## src/design/kne_pkg.sv

```systemverilog
// Shared types and constants for the keyed number field extractor.
package kne_pkg;

    // Result outcome codes
    typedef enum logic [1:0] {
        OC_OK        = 2'd0,
        OC_NOT_FOUND = 2'd1,
        OC_NO_DIGITS = 2'd2,
        OC_OVERFLOW  = 2'd3
    } t_outcome;

    // Configuration register indexes
    localparam int CFG_IDX_W = 1;
    localparam logic [CFG_IDX_W-1:0] CFG_KEY_TEXT   = 1'b0;
    localparam logic [CFG_IDX_W-1:0] CFG_KEY_LENGTH = 1'b1;

    localparam int KEY_TEXT_W = 64;
    localparam int KEY_LEN_W  = 4;
    localparam int VALUE_W    = 32;

    // Characters of interest
    localparam logic [7:0] CH_SPACE = 8'h20;
    localparam logic [7:0] CH_TAB   = 8'h09;
    localparam logic [7:0] CH_CR    = 8'h0D;
    localparam logic [7:0] CH_LF    = 8'h0A;
    localparam logic [7:0] CH_COLON = 8'h3A;
    localparam logic [7:0] CH_ZERO  = 8'h30;
    localparam logic [7:0] CH_NINE  = 8'h39;
    localparam logic [7:0] CH_LO_A  = 8'h61;
    localparam logic [7:0] CH_LO_F  = 8'h66;
    localparam logic [7:0] CH_UP_A  = 8'h41;
    localparam logic [7:0] CH_UP_F  = 8'h46;
    localparam logic [7:0] CH_LO_X  = 8'h78;
    localparam logic [7:0] CH_UP_X  = 8'h58;

endpackage

```

## src/design/keyed_number_field_extractor.sv

```systemverilog
// Keyed number field extractor: key search and number parse over a byte stream.
// The block takes one text byte per cycle, with no gaps between buffers. A byte is
// registered on acceptance, and from that input stage the scan state is updated and,
// for the final byte of a buffer, the result register and its valid flag are loaded.
// The rate is set by the scan update: one window compare against the key and one
// multiply-by-base accumulate. Only a result held by a stalled output can stall the
// input, and then only once the final byte of the next buffer reaches the scan stage.
module keyed_number_field_extractor #(
    parameter int KEY_MAX_BYTES = 8
) (
    input  logic                              i_clk,
    input  logic                              i_rst_n,
    // configuration write channel
    input  logic                              i_cfg_valid,
    output logic                              o_cfg_ready,
    input  logic [kne_pkg::CFG_IDX_W-1:0]     i_cfg_index,
    input  logic [kne_pkg::KEY_TEXT_W-1:0]    i_cfg_data,
    // byte input channel
    input  logic                              i_valid,
    output logic                              o_stall,
    input  logic [7:0]                        i_text_byte,
    input  logic                              i_end_of_buffer,
    // result channel
    output logic                              o_out_valid,
    input  logic                              i_out_stall,
    output logic [1:0]                        o_outcome,
    output logic [kne_pkg::VALUE_W-1:0]       o_number_value
);

    localparam int WW = 8 * KEY_MAX_BYTES;
    localparam int KW = $clog2(KEY_MAX_BYTES + 1);

    typedef enum logic [2:0] {
        PH_SEARCH = 3'd0,
        PH_SKIP   = 3'd1,
        PH_ZERO   = 3'd2,
        PH_ZERO_X = 3'd3,
        PH_DIGITS = 3'd4,
        PH_DONE   = 3'd5
    } t_phase;

    // configuration registers
    logic [WW-1:0]                 r_key_text;
    logic [kne_pkg::KEY_LEN_W-1:0] r_key_len;

    // input stage
    logic       r_in_valid;
    logic [7:0] r_byte;
    logic       r_last;

    // scan state
    t_phase                      r_phase, n_phase;
    logic [WW-1:0]               r_win, n_win;
    logic [KW-1:0]               r_seen, n_seen;
    logic                        r_hex, n_hex;
    logic [kne_pkg::VALUE_W-1:0] r_acc, n_acc;
    kne_pkg::t_outcome           r_held, n_held;

    // result register
    logic                        r_out_valid;
    kne_pkg::t_outcome           r_outcome, n_outcome;
    logic [kne_pkg::VALUE_W-1:0] r_value, n_value;

    logic                          advance;
    logic [KW-1:0]                 eff_len;
    logic [WW-1:0]                 win_shift;
    logic [KEY_MAX_BYTES-1:0]      len_match;
    logic [KEY_MAX_BYTES-1:0]      len_sel;
    logic                          key_hit;
    logic                          is_blank;
    logic                          dig_ok;
    logic [3:0]                    dig_val;
    logic [kne_pkg::VALUE_W+3:0]   mac;

    // Digit decode: valid flag and value for the current base
    function automatic logic [4:0] digit_of(input logic [7:0] c, input logic hex);
        logic [4:0] res;
        res = 5'd0;
        if (c >= kne_pkg::CH_ZERO && c <= kne_pkg::CH_NINE) begin
            res = {1'b1, 4'(c - kne_pkg::CH_ZERO)};
        end else if (hex && c >= kne_pkg::CH_LO_A && c <= kne_pkg::CH_LO_F) begin
            res = {1'b1, 4'(c - kne_pkg::CH_LO_A + 8'd10)};
        end else if (hex && c >= kne_pkg::CH_UP_A && c <= kne_pkg::CH_UP_F) begin
            res = {1'b1, 4'(c - kne_pkg::CH_UP_A + 8'd10)};
        end
        return res;
    endfunction

    // Handshakes
    assign o_cfg_ready = 1'b1;
    assign advance     = r_in_valid & (~r_last | ~r_out_valid | ~i_out_stall);
    assign o_stall     = r_in_valid & ~advance;

    // Effective key length, clamped to 1..KEY_MAX_BYTES
    always_comb begin
        if (r_key_len == '0) begin
            eff_len = KW'(1);
        end else if (r_key_len > kne_pkg::KEY_LEN_W'(KEY_MAX_BYTES)) begin
            eff_len = KW'(KEY_MAX_BYTES);
        end else begin
            eff_len = KW'(r_key_len);
        end
    end

    // Window shift and key compare, one comparator per possible key length
    assign win_shift = (r_win >> 8) | (WW'(r_byte) << (8 * (KEY_MAX_BYTES - 1)));

    always_comb begin
        logic [WW-1:0] shifted;
        logic [WW-1:0] msk;
        for (int j = 1; j <= KEY_MAX_BYTES; j++) begin
            shifted = win_shift >> (8 * (KEY_MAX_BYTES - j));
            msk     = '0;
            for (int b = 0; b < j; b++) begin
                msk[8*b +: 8] = 8'hFF;
            end
            len_match[j-1] = (((shifted ^ r_key_text) & msk) == '0);
            len_sel[j-1]   = (eff_len == KW'(j));
        end
    end

    assign key_hit = |(len_match & len_sel);

    assign is_blank = (r_byte == kne_pkg::CH_SPACE) || (r_byte == kne_pkg::CH_TAB) ||
                      (r_byte == kne_pkg::CH_CR)    || (r_byte == kne_pkg::CH_LF)  ||
                      (r_byte == kne_pkg::CH_COLON);

    // Digit decode; prefix-x stage always decodes in hex
    always_comb begin
        logic [4:0] d;
        d       = digit_of(r_byte, r_hex | (r_phase == PH_ZERO_X));
        dig_ok  = d[4];
        dig_val = d[3:0];
    end

    // Multiply-accumulate by the base, with room to spot overflow
    assign mac = r_hex ? (({4'd0, r_acc} << 4) + (kne_pkg::VALUE_W+4)'(dig_val))
                       : (({4'd0, r_acc} << 3) + ({4'd0, r_acc} << 1)
                          + (kne_pkg::VALUE_W+4)'(dig_val));

    // Scan state update
    always_comb begin
        n_phase = r_phase;
        n_win   = r_win;
        n_seen  = r_seen;
        n_hex   = r_hex;
        n_acc   = r_acc;
        n_held  = r_held;
        unique case (r_phase)
            PH_SEARCH: begin
                n_win = win_shift;
                if (r_seen < KW'(KEY_MAX_BYTES)) begin
                    n_seen = r_seen + KW'(1);
                end
                if (n_seen >= eff_len && !r_last && key_hit) begin
                    n_phase = PH_SKIP;
                end
            end
            PH_SKIP: begin
                if (!is_blank) begin
                    n_hex = 1'b0;
                    if (r_byte == kne_pkg::CH_ZERO) begin
                        n_acc   = '0;
                        n_phase = PH_ZERO;
                    end else if (dig_ok) begin
                        n_acc   = kne_pkg::VALUE_W'(dig_val);
                        n_phase = PH_DIGITS;
                    end else begin
                        n_held  = kne_pkg::OC_NO_DIGITS;
                        n_acc   = '0;
                        n_phase = PH_DONE;
                    end
                end
            end
            PH_ZERO: begin
                if (r_byte == kne_pkg::CH_LO_X || r_byte == kne_pkg::CH_UP_X) begin
                    if (r_last) begin
                        n_held  = kne_pkg::OC_OK;
                        n_phase = PH_DONE;
                    end else begin
                        n_phase = PH_ZERO_X;
                    end
                end else if (dig_ok) begin
                    n_acc   = kne_pkg::VALUE_W'(dig_val);
                    n_phase = PH_DIGITS;
                end else begin
                    n_held  = kne_pkg::OC_OK;
                    n_phase = PH_DONE;
                end
            end
            PH_ZERO_X: begin
                n_hex = 1'b1;
                if (dig_ok) begin
                    n_acc   = kne_pkg::VALUE_W'(dig_val);
                    n_phase = PH_DIGITS;
                end else begin
                    n_held  = kne_pkg::OC_NO_DIGITS;
                    n_acc   = '0;
                    n_phase = PH_DONE;
                end
            end
            PH_DIGITS: begin
                if (!dig_ok) begin
                    n_held  = kne_pkg::OC_OK;
                    n_phase = PH_DONE;
                end else if (mac[kne_pkg::VALUE_W+3:kne_pkg::VALUE_W] != 4'd0) begin
                    n_held  = kne_pkg::OC_OVERFLOW;
                    n_acc   = '0;
                    n_phase = PH_DONE;
                end else begin
                    n_acc = mac[kne_pkg::VALUE_W-1:0];
                end
            end
            default: begin
                // outcome already decided: ignore the rest of the buffer
            end
        endcase
    end

    // Result from the updated scan state
    always_comb begin
        n_value = '0;
        unique case (n_phase)
            PH_SEARCH: n_outcome = kne_pkg::OC_NOT_FOUND;
            PH_SKIP:   n_outcome = kne_pkg::OC_NO_DIGITS;
            PH_ZERO:   n_outcome = kne_pkg::OC_OK;
            PH_ZERO_X: n_outcome = kne_pkg::OC_NO_DIGITS;
            PH_DIGITS: begin
                n_outcome = kne_pkg::OC_OK;
                n_value   = n_acc;
            end
            default: begin
                n_outcome = n_held;
                if (n_held == kne_pkg::OC_OK) begin
                    n_value = n_acc;
                end
            end
        endcase
    end

    // Configuration registers
    always_ff @(posedge i_clk) begin
        if (!i_rst_n) begin
            r_key_text <= '0;
            r_key_len  <= kne_pkg::KEY_LEN_W'(1);
        end else if (i_cfg_valid && o_cfg_ready) begin
            unique case (i_cfg_index)
                kne_pkg::CFG_KEY_TEXT:   r_key_text <= i_cfg_data[WW-1:0];
                kne_pkg::CFG_KEY_LENGTH: r_key_len  <= i_cfg_data[kne_pkg::KEY_LEN_W-1:0];
                default: ;
            endcase
        end
    end

    // Input stage payload
    always_ff @(posedge i_clk) begin
        if (!o_stall) begin
            r_byte <= i_text_byte;
            r_last <= i_end_of_buffer;
        end
    end

    // Result payload
    always_ff @(posedge i_clk) begin
        if (advance && r_last) begin
            r_outcome <= n_outcome;
            r_value   <= n_value;
        end
    end

    // Control state: input valid, scan state, result valid
    always_ff @(posedge i_clk) begin
        if (!i_rst_n) begin
            r_in_valid  <= 1'b0;
            r_phase     <= PH_SEARCH;
            r_win       <= '0;
            r_seen      <= '0;
            r_hex       <= 1'b0;
            r_acc       <= '0;
            r_held      <= kne_pkg::OC_NOT_FOUND;
            r_out_valid <= 1'b0;
        end else begin
            if (!o_stall) begin
                r_in_valid <= i_valid;
            end
            if (advance) begin
                if (r_last) begin
                    // buffer finished: clear the scan
                    r_phase <= PH_SEARCH;
                    r_win   <= '0;
                    r_seen  <= '0;
                    r_hex   <= 1'b0;
                    r_acc   <= '0;
                    r_held  <= kne_pkg::OC_NOT_FOUND;
                end else begin
                    r_phase <= n_phase;
                    r_win   <= n_win;
                    r_seen  <= n_seen;
                    r_hex   <= n_hex;
                    r_acc   <= n_acc;
                    r_held  <= n_held;
                end
            end
            if (advance && r_last) begin
                r_out_valid <= 1'b1;
            end else if (!i_out_stall) begin
                r_out_valid <= 1'b0;
            end
        end
    end

    assign o_out_valid    = r_out_valid;
    assign o_outcome      = r_outcome;
    assign o_number_value = r_value;

    // A stall toward the source only comes from a final byte blocked by a held result
    a_stall_cause: assert property (@(posedge i_clk) disable iff (!i_rst_n)
        o_stall |-> (r_in_valid && r_last && r_out_valid && i_out_stall))
        else $error("input stalled without a blocked result");

    // Only an ok outcome carries a value
    a_value_zero: assert property (@(posedge i_clk) disable iff (!i_rst_n)
        (o_out_valid && o_outcome != kne_pkg::OC_OK) |-> (o_number_value == '0))
        else $error("non-ok result carries a value");

    // The scan restarts clean after a buffer's final byte
    a_scan_clear: assert property (@(posedge i_clk) disable iff (!i_rst_n)
        (advance && r_last) |=> (r_phase == PH_SEARCH && r_seen == '0 && r_acc == '0))
        else $error("scan state not cleared after final byte");

    // Byte count saturates at the key capacity
    a_seen_bound: assert property (@(posedge i_clk) disable iff (!i_rst_n)
        r_seen <= KW'(KEY_MAX_BYTES))
        else $error("byte count beyond key capacity");

endmodule

```

## config.mk

```make
export PLATFORM = sky130hd
export DESIGN_NAME = keyed_number_field_extractor
export DESIGN_NICKNAME = d
export VERILOG_FILES = /design/src/design/kne_pkg.sv /design/src/design/keyed_number_field_extractor.sv
export SDC_FILE = /design/constraint.sdc
export NUM_CORES = 1
export LEC_CHECK = 0
export BUFFER_PORTS_ARGS = -buffer_cell sky130_fd_sc_hd__buf_4
export CORE_MARGIN = 3
export CORE_UTILIZATION = 66
export CTS_CLUSTER_DIAMETER = 50
export DETAILED_ROUTE_END_ITERATION = 16
export HOLD_SLACK_MARGIN = 0.1
export PLACE_DENSITY = 0.95
export SYNTH_ARGS = -nofsm -noshare
export SYNTH_HDL_FRONTEND = slang
export SYNTH_SLANG_ARGS = --single-unit
```

## constraint.sdc

```tcl
create_clock -name i_clk -period 14 [get_ports i_clk]
set_clock_uncertainty 0.2 [all_clocks]
set_input_delay 2.8 -clock i_clk [delete_from_list [all_inputs] [get_ports i_clk]]
set_output_delay 2.8 -clock i_clk [all_outputs]
set_load 0.01 [all_outputs]
```

-- Word level (Yosys, flattened, before mapping)
Index checks and enable logic that the tools add are counted.
- register bits: 219
- input port bits: 79
- output and inout port bits: 37
- logic and storage cells: 164
- add/subtract/negate cells: 9
- order comparisons: 9
- equal/unequal tests: 26
- muxes and demuxes: 49
- bitwise operators: 20
- reductions and logical operators: 37
- operator list (cell ; number):
    64-bit logical NOT ; 8
    32-bit 2-to-1 mux ; 7
    64-bit 2-to-1 mux ; 2
    32-bit case mux with 4 select lines ; 1
    36-bit by 4-bit adder with 36-bit output ; 2
    56-bit by 64-bit bitwise OR with 64-bit output ; 1
    32-bit case mux with 2 select lines ; 1
    64-bit bitwise XOR ; 1
    56-bit bitwise XOR ; 1
    48-bit bitwise XOR ; 1
    40-bit bitwise XOR ; 1
    35-bit by 33-bit adder with 36-bit output ; 1
    36-bit 2-to-1 mux ; 1
    4-bit 2-to-1 mux ; 8
    32-bit bitwise XOR ; 1
    8-bit by 4-bit equality test with 1-bit output, second input constant ; 3
    8-bit by 6-bit equality test with 1-bit output, second input constant ; 3
    3-bit 2-to-1 mux ; 8
    24-bit bitwise XOR ; 1
    2-bit 2-to-1 mux ; 9
    4-bit by 3-bit equality test with 1-bit output, second input constant ; 4
    8-bit by 7-bit equality test with 1-bit output, second input constant ; 2
    8-bit by 7-bit >= comparator with 1-bit output, second input constant ; 2
    8-bit by 7-bit less-or-equal comparator with 1-bit output, second input constant ; 2
    42 further kinds ; 79

-- Depth between registers and ports, before layout
Gate-level depths: netlist of the first run.
- depth after elaboration: 16
- depth in mapped cells: 26

-- Least setup slack after synthesis of the first run
No wires, ideal clock.
- kind: in2out
- start: input i_out_stall
- end: output o_stall
- arrival time: 3.349 ns
- required time: 11.000 ns
- path slack: 7.651 ns
- cell stages on the path: 2
- path buffers: 0
- cell sequence: nand4_1 > inv_1
- word-level cells in the longest chain between the ends: 5
- RTL lines (element ; RTL line ; text):
    start, declared ; keyed_number_field_extractor.sv:25 ; input logic i_out_stall,
    1-bit NOT ; keyed_number_field_extractor.sv:91 ; assign advance = r_in_valid & (~r_last | ~r_out_valid | ~i_out_stall);
    1-bit bitwise OR ; keyed_number_field_extractor.sv:91 ;
    1-bit bitwise AND ; keyed_number_field_extractor.sv:91 ;
    1-bit NOT ; keyed_number_field_extractor.sv:92 ; assign o_stall = r_in_valid & ~advance;
    1-bit bitwise AND ; keyed_number_field_extractor.sv:92 ;
    end, declared ; keyed_number_field_extractor.sv:20 ; output logic o_stall,
Every way passes these cells.

-- Worst setup path after layout of the first run
- start: register r_byte[1]
- end: register r_value (netlist bit o_number_value[2]), data pin
- word-level cells in the longest chain between the ends: 15
- elaborated cells between the ends (all ways): 89
- RTL lines (element ; RTL line ; text):
    start, declared ; keyed_number_field_extractor.sv:48 ; logic [7:0] r_byte;
    start signal, assigned ; keyed_number_field_extractor.sv:258 ; r_byte <= i_text_byte;
    branches (longest 14 deep; another with 36-bit by 4-bit adder with 36-bit output) ; -- ;
    32-bit case mux with 2 select lines (*) ; keyed_number_field_extractor.sv:223 ; unique case (n_phase)
    via n_value, one bit ; keyed_number_field_extractor.sv:62 ; logic [kne_pkg::VALUE_W-1:0] r_value, n_value;
    end signal, assigned ; keyed_number_field_extractor.sv:267 ; r_value <= n_value;
    end, declared ; keyed_number_field_extractor.sv:62 ;
Mark *: on every way through the listed nets, which the timed path passes.
A chain may end at the register's enable or synchronous reset.

==> results.json, run 1 <==
{
  "hp-class": "flip-flop to flip-flop",
  "gr-total-overflow": 0,
  "min_period_ns": 6.98,
  "hold_viol": 0,
  "areaGrowthSynthToFinish_pct": 9.55,
  "mostFrequentLayoutCell": "nand2_1",
  "end_kind": "flip-flop",
  "min_period_over_period_pct": 49.9,
  "synth_nets": 1897,
  "cap_violations": 0,
  "synth_edf_count": 43,
  "netlist-cell-type-count": 81,
  "dpl_worst_slack_ns": 7.18,
  "layout_common_cells": "nand2_1 (202), xor2_1 (167), dfxtp_1 (167)",
  "rows": 54,
  "power_frac_comb_pct": 10.1,
  "tightest_slew_ns": 1.23,
  "worstPathArrival_ns": 7.13,
  "critPathKind": "flip-flop to flip-flop",
  "place_area_um2": 15400,
  "syn_area_um2": 14800,
  "start_util_pct": 67.5,
  "routed_wl_um": 49500,
  "design_area_um2": 16200,
  "ir_drop_mv": 0.108,
  "avgSynthCellArea_um2": 8.50,
  "fp.dieW_um": 156,
  "post_cts_buffers": 0,
  "remaining_drc_errors": 0,
  "ys_seq_area_share_pct": 31.4,
  "outcome": "completed",
  "rsz0062_at_grt": "false",
  "root_buffer": "clkbuf_16",
  "synth_adder_area_share_pct": 6.35,
  "power.switching_uw": 376,
  "numCtsBuffers": 24,
  "antenna_found_initial": 0,
  "io-pin-count": 116,
  "clock_sinks": 211,
  "power_frac_clock_pct": 44.0,
  "synth_top_family_by_area": "compound AO/OA/AOI/OAI gates",
  "synth_warnings": 0,
  "setup_ws_ns": 7.02,
  "clockBufferDepth": 3,
  "slew_violations": 0,
  "yosys-mux-area-fraction_pct": 0.489,
  "synthCells": 1744,
  "yosys.area_share.simple_pct": 18.0,
  "holdWs_ns": 0.293,
  "ctsResizeCount": 0,
  "power.switching_fraction_pct": 25.7,
  "synth-xor-area-share_pct": 17.3,
  "ctsHoldBuffers": 0,
  "io_buffers": 114,
  "powerDensity_nw_per_um2": 90.0,
  "drt.antenna.violating_nets": 0,
  "setup-violations-final": 0,
  "ys.flop_type": "dfxtp_1",
  "place.gp.congestion": 1.07,
  "place_hpwl_um": 35400,
  "clk_latency_ns": 0.54,
  "p_int_uw": 1090,
  "tritoncts": "built",
  "diodes": 0,
  "grt_usage_pct": 39.9,
  "clkTransAtPathRegs_ns": 0.06,
  "routed-via-count": 13600,
  "static-leakage-power_uw": 0.00676,
  "finalPower_uw": 1460,
  "via_per_inst": 6.69,
  "drive_gt1_share_pct": 11.5,
  "grt_first_pass_wirelength_um": 76000,
  "cp_max_fo": 32,
  "fmax_mhz": 143,
  "grt_max_degree": 74,
  "crit_required_ns": 14.15,
  "synth_compound_area_share_pct": 20.2,
  "core-area_um2": 22000,
  "grt_pass1_vias": 13100,
  "dieArea_um2": 24300,
  "num-fill-cells": 1617,
  "die_h_um": 156,
  "cts-htree-levels": 1,
  "slew_headroom_pct": 17.7,
  "finalSetupTns_ns": 0,
  "synthArstFlopShare_pct": 0,
  "drtIter0Drc": 1805,
  "drt-pass1-iter-count": 7,
  "layout.nets": 1894,
  "cp-start-kind": "flip-flop",
  "synth.ff_latch_count": 211,
  "seq_power_share_pct": 45.9,
  "wl_per_cell_um": 24.3
}
-- sequential cells by signal, indices dropped and copies added, names as in the netlist --
signal and flops:
o_number_value 32, o_out_valid 1, o_outcome 2, r_acc 32, r_byte 8, r_held 2
r_hex 1, r_in_valid 1, r_key_len 4, r_key_text 64, r_last 1, r_phase 3
r_seen 4, r_win 56
-- power by group through the flow --
stage | registers, µW | clock network (µW) | logic, µW
final | 671 | 643 | 148
after global routing | 671 | 671 | 160
after CTS | 668 | 643 | 146
after detailed placement | 681 | 0 | 144
after global placement | 681 | 0 | 142
after floorplan | 653 | 0 | 112
-- synthesized netlist by cell type, types with 4 or more instances --
cell,number,area [µm²]
nand2b_1,13,81.3
edfxtp_1,43,1290
nor2_1,54,203
nor2_2,14,87.6
a21o_1,14,105
xnor2_1,126,1100
buf_4,10,75.1
and2_1,12,75.1
buf_2,29,145
o21ai_0,65,325
a221oi_1,4,35.0
nand3_1,24,120
buf_6,11,124
nor3_1,15,75.1
o21a_1,8,60.1
or3_1,4,25.0
ha_1,72,901
nor3b_1,4,30.0
a2bb2oi_1,7,61.3
o211ai_1,8,60.1
nand4_1,45,282
a21boi_0,73,548
a211oi_1,7,52.6
and3_1,5,31.3
buf_1,13,48.8
nor4_1,47,294
o31ai_1,6,45.0
o22ai_1,10,62.6
nor2b_1,74,463
nand2_1,202,758
inv_1,41,154
mux2i_1,5,50.1
a21oi_1,58,290
a22oi_1,85,638
xor2_1,167,1460
clkbuf_1,100,375
a31oi_1,8,50.1
a22o_1,26,228
dfxtp_1,168,3360
o21ai_1,5,25.0
or4_1,4,30.0
-- path summary, 6_finish.rpt --
kind | slack [ns] | cells past startpoint | to | start
max | 7.02 | 22 | o_number_value[2] | r_byte[1]
min reg2reg | 0.29 | 2 | r_key_text[61] | r_key_text[61]
max reg2reg | 7.02 | 22 | o_number_value[2] | r_byte[1]
min | 0.29 | 2 | r_key_text[61] | r_key_text[61]
-- final cells by class --
type | instances | area [µm²] | share of cell area [%]
well taps | 280 | 350 | 2.16
flip-flops and latches | 211 | 4660 | 28.7
repair buffers | 135 | 1010 | 6.24
clock buffers | 33 | 654 | 4.03
inverters | 42 | 158 | 0.971
multi-input cells | 1327 | 9260 | 57.0
clock inverters | 9 | 149 | 0.917
-- metal layers --
metal | GRT usage (%) | vias to the layer above | part of all wire (%) | wire length, µm
li1 | - | 6099 | - | -
met1 | 57.1 | 6497 | 42 | 20800
met2 | 60.8 | 904 | 43 | 21400
met3 | 8.46 | 134 | 11 | 5650
met4 | 12.1 | 0 | 3.3 | 1650
met5 | 0 | - | 0 | 0
-- metrics by stage --
stage          cells  util (%)
2_1_floorplan   1744         -
3_5_place_dp    1995      70.3
4_1_cts         2037      74.0
6_report        2037      74.0
5_1_grt         2037      74.0
3_3_place_gp    1995      70.3
-- worst max-delay path: stages, from the launching register on --
cell and delay (ns):
edfxtp_1 0.76, inv_1 0.23, ha_1 0.27, nand2b_1 0.16, o221a_2 0.28, and2_0 0.24
nor2b_1 0.16, o21ai_0 0.15, o21a_1 0.16, inv_1 0.05, ha_1 0.28, ha_1 0.22
fa_1 0.47, a21o_1 0.24, a221o_1 0.35, a21oi_2 0.26, nor4b_1 0.10, nor4_1 0.36
mux2i_1 0.34, o2111ai_4 0.30, a2111oi_4 0.54, o21ai_4 0.35, a31oi_1 0.32
-- logic make-up after synthesis --
family / count (synthesis)
and+or+nand+nor: 531
buffers and inverters: 206
muxes: 7
AOI/OAI and AO/OA: 421
xor gates and xnor gates: 293
DFF: 211
adders and majority gates: 74
other: 1
No activity file was read; power rests on OpenSTA's default activity.
==> run 2: changes to the inputs <==
--- a/config.mk
+++ b/config.mk
@@ -7,11 +7,11 @@
 export LEC_CHECK = 0
 export BUFFER_PORTS_ARGS = -buffer_cell sky130_fd_sc_hd__buf_4
 export CORE_MARGIN = 3
-export CORE_UTILIZATION = 66
+export CORE_UTILIZATION = 56
 export CTS_CLUSTER_DIAMETER = 50
 export DETAILED_ROUTE_END_ITERATION = 16
 export HOLD_SLACK_MARGIN = 0.1
-export PLACE_DENSITY = 0.95
+export PLACE_DENSITY = 0.87
 export SYNTH_ARGS = -nofsm -noshare
 export SYNTH_HDL_FRONTEND = slang
 export SYNTH_SLANG_ARGS = --single-unit
==> constraint.sdc (replaced) <==
create_clock -name i_clk -period 6.2 [get_ports i_clk]
set_clock_uncertainty 0.2 [all_clocks]
set_input_delay 1.24 -clock i_clk [delete_from_list [all_inputs] [get_ports i_clk]]
set_output_delay 1.24 -clock i_clk [all_outputs]
set_load 0.01 [all_outputs]
==> results.json, run 2 (synthesized netlist as in run 1, its figures left out) <==
{
  "critPathSlowestCell": "edfxtp_1",
  "slew_headroom_pct": 25.8,
  "min_period_over_period_pct": 96.3,
  "critPathKind": "flip-flop to flip-flop",
  "power.switching_uw": 870,
  "drtIter0Drc": 1564,
  "layout.cells.non_filler": 2109,
  "holdWs_ns": 0.283,
  "root_buffer": "clkbuf_16",
  "power_frac_clock_pct": 43.8,
  "mostFrequentLayoutCell": "nand2_1",
  "end_kind": "flip-flop",
  "routed_wl_um": 47500,
  "layout.nets": 1915,
  "remaining_drc_errors": 0,
  "power.switching_fraction_pct": 26.5,
  "die_h_um": 169,
  "crit_family": "compound AO/OA/AOI/OAI gates",
  "start_util_pct": 57.9,
  "power_frac_comb_pct": 10.3,
  "slew_violations": 0,
  "routed-via-count": 13500,
  "clkTransAtPathRegs_ns": 0.06,
  "numCtsBuffers": 25,
  "largest_registers": "r_key_text: 64 flops, r_win: 56 flops",
  "cp-start-kind": "flip-flop",
  "num-fill-cells": 2119,
  "static-leakage-power_uw": 0.00687,
  "layout_common_cells": "nand2_1 (202), xor2_1 (167), dfxtp_1 (167)",
  "seq_power_share_pct": 45.9,
  "powerDensity_nw_per_um2": 199,
  "reg2reg_depth": 24,
  "hold_depth": 2,
  "via_per_inst": 6.38,
  "largest_reg_flops": 64,
  "cap_violations": 0,
  "drt.antenna.violating_nets": 0,
  "crit_top_cell": "ha_1",
  "wl_per_cell_um": 22.5,
  "fmax_mhz": 168,
  "cpPeakStageDelay_ns": 0.47,
  "dpl_worst_slack_ns": -0.0920,
  "drt-pass1-iter-count": 7,
  "core-area_um2": 25600,
  "cp_max_fo": 16,
  "cp.depth": 24,
  "dieArea_um2": 28500,
  "dp_cells": 2055,
  "ir_drop_mv": 0.291,
  "outcome": "completed",
  "setup-violations-final": 0,
  "path_buf_inv": 4,
  "clockBufferDepth": 3,
  "place.gp.congestion": 1.05,
  "tritoncts": "built",
  "worstPathArrival_ns": 6.16,
  "gr-total-overflow": 0,
  "finalSetupTns_ns": 0,
  "hp-class": "flip-flop to flip-flop",
  "cts-htree-levels": 1,
  "p_int_uw": 2410,
  "antenna_found_initial": 0,
  "grt_usage_pct": 32.2,
  "rows": 58,
  "multiInputGateArea_um2": 9300,
  "crit_required_ns": 6.39,
  "areaGrowthSynthToFinish_pct": 11.4,
  "fp.dieW_um": 169,
  "io-pin-count": 116,
  "clock_sinks": 211,
  "drive_gt1_share_pct": 13.1,
  "setup_ws_ns": 0.232,
  "regArea_um2": 4660,
  "min_period_ns": 5.97,
  "crit_chain": "inv_2, ha_2, nand2b_1, o221a_2, and2_2, nor2b_1, o21ai_1, o21a_1, inv_1, ha_1, ha_1, fa_2, a21o_1, a221o_1, a21oi_4, nor4b_1, nor4_1, mux2i_1, o2111ai_4, a2111oi_4, buf_4, o21ai_4, buf_12, a31oi_1",
  "diodes": 0,
  "grt_max_degree": 78,
  "grt_pass1_vias": 12900,
  "hold_viol": 0,
  "place_hpwl_um": 33800,
  "tightest_slew_ns": 1.10,
  "largest_register": "r_key_text",
  "io_buffers": 114,
  "grt_first_pass_wirelength_um": 73600,
  "clk_latency_ns": 0.55,
  "rsz0062_at_grt": "false"
}
run 2: area by class of cell:
type	instances	area share (%)
multi-input cells	1328	56.3
well taps	330	2.50
clock inverters	9	0.432
inverters	42	0.955
flip-flops and latches	211	28.2
repair buffers	154	7.18
clock buffers	35	4.40
run 2: per-stage QoR:
stage / util, % / power (µW) / instance area (µm²)
2_1_floorplan: - / 1730 / 14800
3_3_place_gp: 60.8 / 1850 / 15600
3_5_place_dp: 60.8 / 1860 / 15600
4_1_cts: 64.1 / 3280 / 16400
5_1_grt: 64.4 / 3380 / 16500
6_report: 64.4 / 3280 / 16500
run 2: tightest hold or removal path: cells and delay by family (launching register included):
family	cells	cell delay, ns
compound gates	1	0.06
simple gates	1	0.05
flops	1	0.31
run 2: metal layers:
layer  wire length, µm  global-route usage (%)  vias up
li1                  -                       -     6159
met1             20300                    45.7     6380
met2             20500                    49.6      780
met3              4850                    5.98      143
met4              1740                    10.8        0
met5                 0                       0        -
run 2: final timing paths:
kind	start	endpoint	slack [ns]
setup reg to reg	r_byte[0]	o_number_value[2]	0.23
setup / recovery	r_byte[0]	o_number_value[2]	0.23
hold reg to reg	r_key_text[59]	r_key_text[59]	0.28
hold / removal	r_key_text[59]	r_key_text[59]	0.28
run 2: power groups by stage:
stage	Clock (µW)	Combinational [µW]	Sequential, µW
2_1_floorplan	0	253	1470
3_3_place_gp	0	325	1530
3_5_place_dp	0	331	1530
4_1_cts	1450	333	1500
5_1_grt	1510	368	1500
6_report	1440	339	1500
run 2: timing repair:
item                       in CTS  in global routing
gates cloned                    1                  0
pin swaps                       2                  8
resized for setup               2                 11
setup buffers                   2                  7
hold endpoints to repair        0                  0
hold buffers                    0                  0
setup endpoints to repair      32                 63
==> run 3: changes to the inputs <==
--- a/config.mk
+++ b/config.mk
@@ -7,11 +7,11 @@
 export LEC_CHECK = 0
 export BUFFER_PORTS_ARGS = -buffer_cell sky130_fd_sc_hd__buf_4
 export CORE_MARGIN = 3
-export CORE_UTILIZATION = 56
+export CORE_UTILIZATION = 62
 export CTS_CLUSTER_DIAMETER = 50
 export DETAILED_ROUTE_END_ITERATION = 16
 export HOLD_SLACK_MARGIN = 0.1
-export PLACE_DENSITY = 0.87
+export PLACE_DENSITY = 0.91
 export SYNTH_ARGS = -nofsm -noshare
 export SYNTH_HDL_FRONTEND = slang
 export SYNTH_SLANG_ARGS = --single-unit
==> constraint.sdc (replaced) <==
create_clock -name i_clk -period 6.6 [get_ports i_clk]
set_clock_uncertainty 0.2 [all_clocks]
set_input_delay 1.32 -clock i_clk [delete_from_list [all_inputs] [get_ports i_clk]]
set_output_delay 1.32 -clock i_clk [all_outputs]
set_load 0.01 [all_outputs]
==> results.json, run 3 (synthesized netlist as in run 1, its figures left out) <==
{
  "path_buf_inv": 3,
  "cap_violations": 0,
  "cp-start-kind": "flip-flop",
  "largest_reg_flops": 64,
  "static-leakage-power_uw": 0.00689,
  "outcome": "completed",
  "tightest_slew_ns": 1.35,
  "layout_common_cells": "nand2_1 (202), xor2_1 (167), dfxtp_1 (167)",
  "routed-via-count": 13600,
  "io_buffers": 114,
  "hp-class": "flip-flop to flip-flop",
  "crit_top_cell": "ha_1",
  "tritoncts": "built",
  "drtIter0Drc": 1540,
  "power_frac_clock_pct": 47.2,
  "mostFrequentLayoutCell": "nand2_1",
  "cp-startpoint": "r_byte[0]",
  "crit_chain": "ha_1, nand2b_1, o221a_2, and2_0, nor2b_1, o21ai_0, o21a_1, inv_1, ha_1, ha_1, fa_1, a21o_1, a221o_1, a21oi_2, nor3b_1, o31ai_1, nand4_1, o2111ai_4, a2111oi_4, buf_4, buf_12, o21ai_4, nor2_1",
  "cpPeakStageDelay_ns": 0.48,
  "crit_family": "compound AO/OA/AOI/OAI gates",
  "layout.nets": 1905,
  "io-pin-count": 116,
  "rows": 55,
  "slew_headroom_pct": 7.71,
  "antenna_found_initial": 0,
  "routed_wl_um": 49000,
  "diodes": 0,
  "finalPower_uw": 3290,
  "grt_pass1_vias": 13000,
  "drt-pass1-iter-count": 6,
  "powerDensity_nw_per_um2": 199,
  "fp.dieW_um": 161,
  "hp-start": "r_key_text[62]",
  "remaining_drc_errors": 0,
  "dieArea_um2": 25800,
  "seq_power_share_pct": 43.0,
  "rsz0062_at_grt": "false",
  "clk_latency_ns": 0.55,
  "ctsHoldBuffers": 0,
  "numCtsBuffers": 27,
  "drive_gt1_share_pct": 12.7,
  "worstPathArrival_ns": 6.28,
  "power_frac_comb_pct": 9.8,
  "critPathKind": "flip-flop to flip-flop",
  "die_h_um": 161,
  "power.switching_fraction_pct": 26.6,
  "grt_first_pass_wirelength_um": 75300,
  "finalSetupTns_ns": 0,
  "areaGrowthSynthToFinish_pct": 11.5,
  "largest_register": "r_key_text",
  "min_period_over_period_pct": 94.3,
  "clkTransAtPathRegs_ns": 0.06,
  "end_kind": "flip-flop",
  "slew_violations": 0,
  "cts-htree-levels": 1,
  "p_int_uw": 2420,
  "clock_sinks": 211,
  "place_area_um2": 15500,
  "holdWs_ns": 0.295,
  "cp_max_fo": 16,
  "setup_ws_ns": 0.378,
  "design_area_um2": 16500,
  "grt_usage_pct": 36.6,
  "core-area_um2": 23100,
  "clockBufferDepth": 3,
  "place.gp.congestion": 1.02,
  "worstReg2RegStart": "r_byte[0]",
  "hold_viol": 0,
  "wl_per_cell_um": 23.5,
  "root_buffer": "clkbuf_16",
  "via_per_inst": 6.50,
  "setup-violations-final": 0,
  "place_hpwl_um": 35300,
  "power.switching_uw": 875,
  "min_period_ns": 6.22,
  "start_util_pct": 64.3,
  "dpl_worst_slack_ns": 0.383,
  "grt_max_degree": 79,
  "fmax_mhz": 161,
  "ir_drop_mv": 0.232,
  "largest_registers": "r_key_text: 64 flops, r_win: 56 flops",
  "critPathSlowestCell": "edfxtp_1",
  "gr-total-overflow": 0,
  "drt.antenna.violating_nets": 0,
  "crit_required_ns": 6.65
}
[run 3: cell count changes in the layout (fill, tap and decap cells not counted), moves of 2 or more]
cell / change
clkbuf_1: -5
bufinv_16: +3
ha_2: -2
clkbuf_8: +2
inv_1: +2
clkinv_8: +3
inv_2: -2
buf_4: -10
ha_1: +2
clkinv_2: +3
[run 3: what timing repair did]
action,4_1_cts,5_1_grt
buffers inserted,0,2
endpoints found under the setup margin,0,15
gates resized for setup,0,2
[run 3: area by class of cell]
| class | count | area (µm²) |
|---|---|---|
| Clock buffer | 32 | 734 |
| Clock inverter | 18 | 228 |
| Fill cell | 1737 | 6530 |
| Inverter | 42 | 158 |
| Multi-Input combinational cell | 1328 | 9280 |
| Sequential cell | 211 | 4660 |
| Tap cell | 313 | 392 |
| Timing Repair Buffer | 142 | 1080 |
[run 3: worst register-to-register path, cell delays in order (launching register included)]
cell and delay (ns):
edfxtp_1 0.48, ha_1 0.29, nand2b_1 0.16, o221a_2 0.27
and2_0 0.25, nor2b_1 0.18, o21ai_0 0.15, o21a_1 0.16
inv_1 0.05, ha_1 0.26, ha_1 0.22, fa_1 0.47
a21o_1 0.23, a221o_1 0.35, a21oi_2 0.26, nor3b_1 0.10
o31ai_1 0.22, nand4_1 0.18, o2111ai_4 0.41, a2111oi_4 0.14
buf_4 0.19, buf_12 0.13, o21ai_4 0.45, nor2_1 0.13
[run 3: stage by stage]
step           utilization, %  std cells
6_report                 71.7       2086
5_1_grt                  71.7       2086
4_1_cts                  71.5       2083
3_5_place_dp             67.3       2033
3_3_place_gp             67.3       2033
2_1_floorplan               -       1744
[run 3: routing by layer]
| metal | vias up | GRT usage, % | routed length [µm] |
|---|---|---|---|
| met4 | 0 | 9.35 | 1400 |
| met1 | 6471 | 53.6 | 21100 |
| li1 | 6156 | - | - |
| met3 | 110 | 7.89 | 5520 |
| met2 | 825 | 55.0 | 21000 |
| met5 | - | 0 | 0 |
[run 3: worst paths after layout]
kind / slack [ns] / cells after the start / to
worst max register to register: 0.38 / 23 / o_number_value[19]
worst max-delay path: 0.38 / 23 / o_number_value[19]
worst min-delay path: 0.29 / 2 / r_key_text[62]
worst min register to register: 0.29 / 2 / r_key_text[62]
[run 3: power groups by stage]
stage	combinational (µW)	clock (µW)	sequential, µW
after floorplan	238	0	1380
after global placement	311	0	1440
after detailed placement	316	0	1440
after CTS	318	1570	1410
after global routing	350	1630	1420
final	324	1550	1420
